--- src/rtl/core/mna_stamp_accumulator_defines.svh ---
// Assertion macros used by the RTL of the stamp accumulator.
`ifndef MNA_STAMP_ACCUMULATOR_DEFINES_SVH
`define MNA_STAMP_ACCUMULATOR_DEFINES_SVH

// Same-cycle implication, disabled while reset is high.
`define MNA_ASSERT_IMP(lbl, clk, rst, ante, cons, msg) \
  lbl: assert property (@(posedge clk) disable iff (rst) (ante) |-> (cons)) else $error(msg);

// Next-cycle implication, disabled while reset is high.
`define MNA_ASSERT_NXT(lbl, clk, rst, ante, cons, msg) \
  lbl: assert property (@(posedge clk) disable iff (rst) (ante) |=> (cons)) else $error(msg);

`endif

--- src/rtl/core/mna_pkg.sv ---
`default_nettype none

package mna_pkg;

  localparam int DIM    = 64;
  localparam int IDX_W  = $clog2(DIM);
  localparam int ADDR_W = 2 * IDX_W;
  localparam int DATA_W = 64;
  localparam int CNT_W  = $clog2(DATA_W);

  localparam logic [DATA_W-1:0] Q_ONE = 64'h0000_0001_0000_0000;
  localparam logic [DATA_W-1:0] Q_MAX = 64'h7fff_ffff_ffff_ffff;
  localparam logic [DATA_W-1:0] Q_MIN = 64'h8000_0000_0000_0000;

  typedef enum logic [2:0] {
    OP_CLEAR  = 3'd0,
    OP_VSRC   = 3'd1,
    OP_ISRC   = 3'd2,
    OP_IBR    = 3'd3,
    OP_RES    = 3'd4,
    OP_RBR    = 3'd5,
    OP_READ_M = 3'd6,
    OP_READ_R = 3'd7
  } op_t;

  localparam logic [1:0] ST_OK   = 2'd0;
  localparam logic [1:0] ST_DIV0 = 2'd1;
  localparam logic [1:0] ST_SAT  = 2'd2;

  // Conductance result handed from the reciprocal unit to the top level.
  typedef struct packed {
    logic              done;
    logic              sat;
    logic [DATA_W-1:0] g;
  } recip_res_t;

endpackage

`default_nettype wire

--- src/rtl/core/mna_recip.sv ---
`default_nettype none

// Computes 2^64 / |v| one quotient bit per cycle, then applies the sign and
// clamps to the signed Q32.32 range.
module mna_recip (
  input  wire logic                      clk,
  input  wire logic                      rst,
  input  wire logic                      start,
  input  wire logic [mna_pkg::DATA_W-1:0] value,
  output mna_pkg::recip_res_t            res
);

  logic [mna_pkg::DATA_W-1:0] dvs;
  logic [mna_pkg::DATA_W:0]   rem;
  logic [mna_pkg::DATA_W-1:0] quo;
  logic [mna_pkg::CNT_W-1:0]  cnt;
  logic                       run;
  logic                       fin;
  logic                       neg;

  logic [mna_pkg::DATA_W:0]   trial;
  logic                       fits;
  logic [mna_pkg::DATA_W:0]   qc;
  logic                       is_one;
  logic                       sat;

  assign trial = {rem[mna_pkg::DATA_W-1:0], 1'b1};
  assign fits  = trial >= {1'b0, dvs};

  always_ff @(posedge clk) begin
    if (rst) begin
      run <= 1'b0;
      fin <= 1'b0;
    end else begin
      fin <= 1'b0;
      if (start) begin
        neg <= value[mna_pkg::DATA_W-1];
        dvs <= value[mna_pkg::DATA_W-1] ? (~value + 1'b1) : value;
        rem <= '0;
        quo <= '0;
        cnt <= '0;
        run <= 1'b1;
      end else if (run) begin
        rem <= fits ? (trial - {1'b0, dvs}) : trial;
        quo <= {quo[mna_pkg::DATA_W-2:0], fits};
        cnt <= cnt + 1'b1;
        if (cnt == '1) begin
          run <= 1'b0;
          fin <= 1'b1;
        end
      end
    end
  end

  // The division ran on 2^64-1; a remainder of divisor-1 means 2^64 divides
  // one further step.
  always_comb begin
    is_one = dvs == {{(mna_pkg::DATA_W-1){1'b0}}, 1'b1};
    qc = {1'b0, quo} +
         {{mna_pkg::DATA_W{1'b0}}, (rem[mna_pkg::DATA_W-1:0] == dvs - 1'b1)};
    if (neg) begin
      sat   = is_one || (qc > {1'b0, mna_pkg::Q_MIN});
      res.g = sat ? mna_pkg::Q_MIN : (~qc[mna_pkg::DATA_W-1:0] + 1'b1);
    end else begin
      sat   = is_one || (qc > {1'b0, mna_pkg::Q_MAX});
      res.g = sat ? mna_pkg::Q_MAX : qc[mna_pkg::DATA_W-1:0];
    end
    res.sat  = sat;
    res.done = fin;
  end

endmodule

`default_nettype wire

--- config.mk ---
export PLATFORM = sky130hd
export DESIGN_NAME = mna_recip
export DESIGN_NICKNAME = d
export VERILOG_FILES = /design/src/rtl/core/mna_stamp_accumulator_defines.svh /design/src/rtl/core/mna_pkg.sv /design/src/rtl/core/mna_recip.sv
export SDC_FILE = /design/constraint.sdc
export NUM_CORES = 1
export LEC_CHECK = 0
export BUFFER_PORTS_ARGS = -buffer_cell sky130_fd_sc_hd__buf_4
export CAP_MARGIN = 20
export CORE_AREA = 5 5 156 232
export CTS_BUF_LIST = sky130_fd_sc_hd__clkbuf_2 sky130_fd_sc_hd__clkbuf_4 sky130_fd_sc_hd__clkbuf_8
export DETAILED_ROUTE_END_ITERATION = 7
export DIE_AREA = 0 0 161 237
export GPL_TIMING_DRIVEN = 0
export PLACE_DENSITY = 0.74
export SLEW_MARGIN = 20
export SYNTH_ARGS = -nofsm -noshare
export SYNTH_HDL_FRONTEND = slang
export SYNTH_SLANG_ARGS = --single-unit
--- constraint.sdc ---
create_clock -name clk -period 11.5 [get_ports clk]
set_input_delay 0.575 -clock clk [delete_from_list [all_inputs] [get_ports clk]]
set_output_delay 0.575 -clock clk [all_outputs]
set_load 0.05 [all_outputs]
# == Word-level counts from Yosys, hierarchy flattened ==
# Cells that the tools add are included.
# word_totals
wordCells,43
out_inout_bits,66
latch_bits,0
inputBits,67
mem_bits_ro,0
ff_bits,201
mem_count,0
ram_bits,0
# classes
n_lt_le_gt_ge,3
reduce_logical,6
eq_ne,3
mul,0
mux,13
n_shift,0
div_mod_pow,0
n_addsub,6
bitwise,4
# op_table
operator,n
2-to-1 mux 64 bit,6
adder 64 x 1 -> 64 bit (second input constant),2
inverter 64 bit,2
adder 64 x 1 -> 65 bit,1
greater-or-equal comparator 65 x 64 -> 1 bit,1
greater-than comparator 65 x 63 -> 1 bit (second input constant),1
greater-than comparator 65 x 64 -> 1 bit (second input constant),1
== test 64 x 1 -> 1 bit (second input constant),1
== test 64 bit,1
subtractor 64 x 1 -> 64 bit (second input constant),1
subtractor 64 bit,1
2-to-1 mux 63 bit,1
adder 6 x 1 -> 6 bit (second input constant),1
== test 6 bit (second input constant),1
2-to-1 mux 6 bit,1
2-to-1 mux 1 bit,5
AND reduction 2 bit,2
OR reduction 3 bit,1
logical OR 1 bit,2
inverter 1 bit,2
nonzero test 2 bit,1

# == Depth between registers and ports, before layout ==
# logic_depth
ltp_word,7
ltp_mapped,29
ltp_nobuf,26

# == Least setup slack after synthesis ==
# No wires, ideal clock.
# synth_path
path_kind,register to output
startpoint,register dvs[4] (netlist name)
endpoint,output res[53] (netlist name)
required_ps,10925
stages_incl_launch_ff,27
setup_slack_ps,510
path_buffers,2
arrival_ps,10415
cell_sequence,edfxtp_1 > or4_1 > nor4b_1 > nand4_1 > or2_2 > or4_1 > xnor2_1 > nand4_1 > a2111o_1 > nor4_1 > nand4_1 > nor4bb_1 > ha_1 > ha_1 > nand3_1 > clkbuf_1 > nor4_1 > a21boi_0 > a211oi_1 > nand3_1 > nor3_1 > and4b_1 > clkbuf_1 > nand2_1 > o21ai_1 > nor2_1 > a2111oi_0
# synth_rtl
item,line,text
start: declaration,mna_recip.sv:13,logic [mna_pkg::DATA_W-1:0] dvs;
start signal: assignment,mna_recip.sv:38,dvs <= value[mna_pkg::DATA_W-1] ? (~value + 1'b1) : value;
end: declaration,mna_recip.sv:10,output mna_pkg::recip_res_t res

==> flow_metrics.tcl <==
set metrics [dict create \
    ys_ff_latch 201 \
    ios 133 \
    grt_pass1_wl_um 104000 \
    place_area_mm2 0.0211 \
    cts.reportedPaths.clkPinSlew_ns 0.07 \
    post-route-period-util_pct 97.2 \
    wl_um 68500 \
    ys_warn_count 0 \
    skew_ns 0.0219 \
    critPathTopFamily "simple AND/OR/NAND/NOR gates" \
    timing.critical_path.mode_cell "nand4_1" \
    combPwrFrac_pct 40.4 \
    rows 83 \
    grt_remaining_overflow 0 \
    final_common_cell "nand2_1" \
    relSlewSlack_pct 19.0 \
    ir_drop_uv 114 \
    clock_path_buffers 3 \
    antenna_cells 0 \
    dpl.cell_count 2925 \
    grt_max_degree 29 \
    drv_cap 0 \
    hold_violations 0 \
    n_fill_cell 3025 \
    p_leak_nw 8.09 \
    synth-edff-count 199 \
    path_max_fanout 10 \
    p_sw_share_pct 39.7 \
    antenna_left 0 \
    die_area_mm2 0.0382 \
    synthCells 2357 \
    place_hpwl_um 54600 \
    synth.avg_cell_area_um2 8.20 \
    ys.flop_type "edfxtp_1" \
    antenna_found_initial 0 \
    gr-usage-all-layers_pct 34.4 \
    dr.pass1.iters 7 \
    critical_path_required_ns 10.93 \
    synth_nets 2496 \
    slowest_stage "or4_1" \
    vias 19500 \
    hold_buffers 0 \
    crit_path_start_kind "register" \
    drive_gt1_share_pct 10.7 \
    hp-start "value[0]" \
    die_w_um 161 \
    multi_input_area_mm2 0.0127 \
    syn_area_mm2 0.0193 \
    worstPathArrival_ns 10.60 \
    setup_viol 0 \
    fmax_mhz 89.5 \
    powerDensity_mw_per_mm2 118 \
    slew_violations 0 \
    core_region_area_mm2 0.0341 \
    wire_per_inst_um 22.9 \
    areaGrowthSynthToFinish_pct 13.5 \
    stdcell_area_mm2 0.0219 \
    clock-sinks 201 \
    status "completed" \
    seqPwrFrac_pct 37.2 \
    async_reset_ff_share_pct 0 \
    worstSetupEndpointType "output pin" \
    worst_pin_slew_ns 1.22 \
    critPathMaxStageDelay_ns 0.67 \
    initial_core_util_pct 56.7 \
    die_h_um 237 \
    vias_per_cell 6.53 \
    internal_power_mw 1.56 \
    utilization_pct 64.4 \
    clkPwrFrac_pct 22.4 \
    stdcell_count 2987 \
    holdCritPathClass "in2reg" \
    io_buffers 132 \
    crit_buf_inv 7 \
    crit_start "dvs[4]$_DFFE_PP_" \
    grt_pass1_vias 19100 \
    power_switching_mw 1.03 \
    final_cell_mix "nand2_1, xnor2_1, edfxtp_1, a21oi_1, nor2_1" \
    p_total_mw 2.59 \
    cts_root_buf "clkbuf_8" \
    gp_congestion 0.994 \
    numCtsBuffers 28 \
    clock_latency_ns 0.60 \
    r2r_start "dvs[13]$_DFFE_PP_" \
    drc_errors 0 \
    drt_iter0_markers 1387 \
    cts_tree "done" \
    ys_seq_area_share_pct 31.1 \
    h-tree-depth 1 \
    critical_path_class "reg2out" \
    min_period_ns 11.17 \
    nNetsFinal 2681 \
    synth.distinct_cells 80 \
    area.sequential_mm2 0.00602 \
]
-- synthesized netlist by cell type (11+ instances only) --
library cell / number / share of area [%]
nand2_1: 236 / 4.6
xnor2_1: 206 / 9.3
edfxtp_1: 199 / 31
nor2_1: 171 / 3.3
a21oi_1: 170 / 4.4
clkbuf_1: 113 / 2.2
o21ai_0: 105 / 2.7
nand3_1: 100 / 2.6
inv_1: 97 / 1.9
xor2_1: 85 / 3.9
nor3_1: 76 / 2.0
ha_1: 71 / 4.6
nor2b_1: 66 / 2.1
nand4_1: 65 / 2.1
nor4_1: 62 / 2.0
a21o_1: 51 / 2.0
and3_1: 38 / 1.2
or4_1: 31 / 1.2
o31ai_1: 29 / 1.1
and2_1: 25 / 0.81
o21a_1: 24 / 0.93
a211oi_1: 23 / 0.89
a221oi_1: 22 / 1.0
or3_1: 22 / 0.71
a31oi_1: 17 / 0.55
and4_1: 17 / 0.77
nand2b_1: 17 / 0.55
o21bai_1: 13 / 0.51
mux2i_1: 12 / 0.62
or2_2: 12 / 0.39
a31o_2: 11 / 0.50
o41ai_1: 11 / 0.50
-- per-stage QoR --
step | setup TNS [ns] | setup WS, ns | hold slack, ns
6_report | 0 | 0.327 | 0.167
5_1_grt | -0.133 | -0.0363 | 0.155
4_1_cts | 0 | 0.0103 | 0.143
3_5_place_dp | -91.58 | -1.69 | 0.492
3_3_place_gp | -145.02 | -2.54 | 0.461
2_1_floorplan | 0 | 0.510 | 0.453
-- power groups by stage --
| stage | Clock, mW | Sequential, mW | Combinational (mW) |
|---|---|---|---|
| finish | 0.582 | 0.964 | 1.05 |
| floorplan | 0 | 0.959 | 0.728 |
| global route | 0.623 | 0.971 | 1.13 |
| detailed placement | 0 | 0.976 | 1.02 |
| CTS | 0.590 | 0.961 | 1.03 |
| global placement | 0 | 0.983 | 0.994 |
-- cell families (layout without fill, tap and decap cells) --
| kind of cell | Yosys count | count (layout) | share of synthesized area, % |
|---|---|---|---|
| adder cells (fa/ha/maj) | 72 | 72 | 4.70 |
| multiplexers | 12 | 12 | 0.622 |
| flip-flops | 201 | 201 | 31.1 |
| AO/OA/AOI/OAI | 578 | 578 | 19.6 |
| XOR/XNOR | 291 | 291 | 13.2 |
| buffers and inverters | 224 | 429 | 4.42 |
| AND/OR/NAND/NOR | 979 | 979 | 26.3 |
-- worst paths after layout --
check                          endpoint  slack [ns]  cells past startpoint
hold reg to reg          fin$_SDFF_PP0_        0.49                      1
setup / recovery                res[31]        0.33                     30
hold / removal         dvs[0]$_DFFE_PP_        0.17                      1
setup reg to reg  rem[49]$_SDFFCE_PP0P_        6.94                     15
-- registers in the layout, indices dropped and copies added, names as in the netlist --
register / count
rem: 64
neg: 1
run: 1
quo: 64
dvs: 64
fin: 1
cnt: 6
-- layer usage --
layer	wire length, um	vias to the layer above	global-route usage (%)	part of all wire, %
met1	23900	9178	36.1	35
met4	5850	0	25.4	8.5
met3	3790	287	3.08	5.5
met5	0	-	0	0
li1	-	9130	-	-
met2	34900	924	63.3	51
-- cell type report --
cell class | instances | share of cell area [%]
Inverter | 98 | 1.68
Timing Repair Buffer | 157 | 5.90
Tap cell | 425 | 2.42
Clock inverter | 17 | 0.639
Clock buffer | 33 | 1.96
Multi-Input combinational cell | 1932 | 57.7
Buffer | 124 | 2.25
Sequential cell | 201 | 27.4
-- timing repair --
action	in CTS	in global routing
gates cloned	0	0
pin swaps	3	5
setup buffers	5	9
resized for setup	24	13
setup endpoints to repair	65	64
Note: power is estimated with default switching activity, not from simulation.
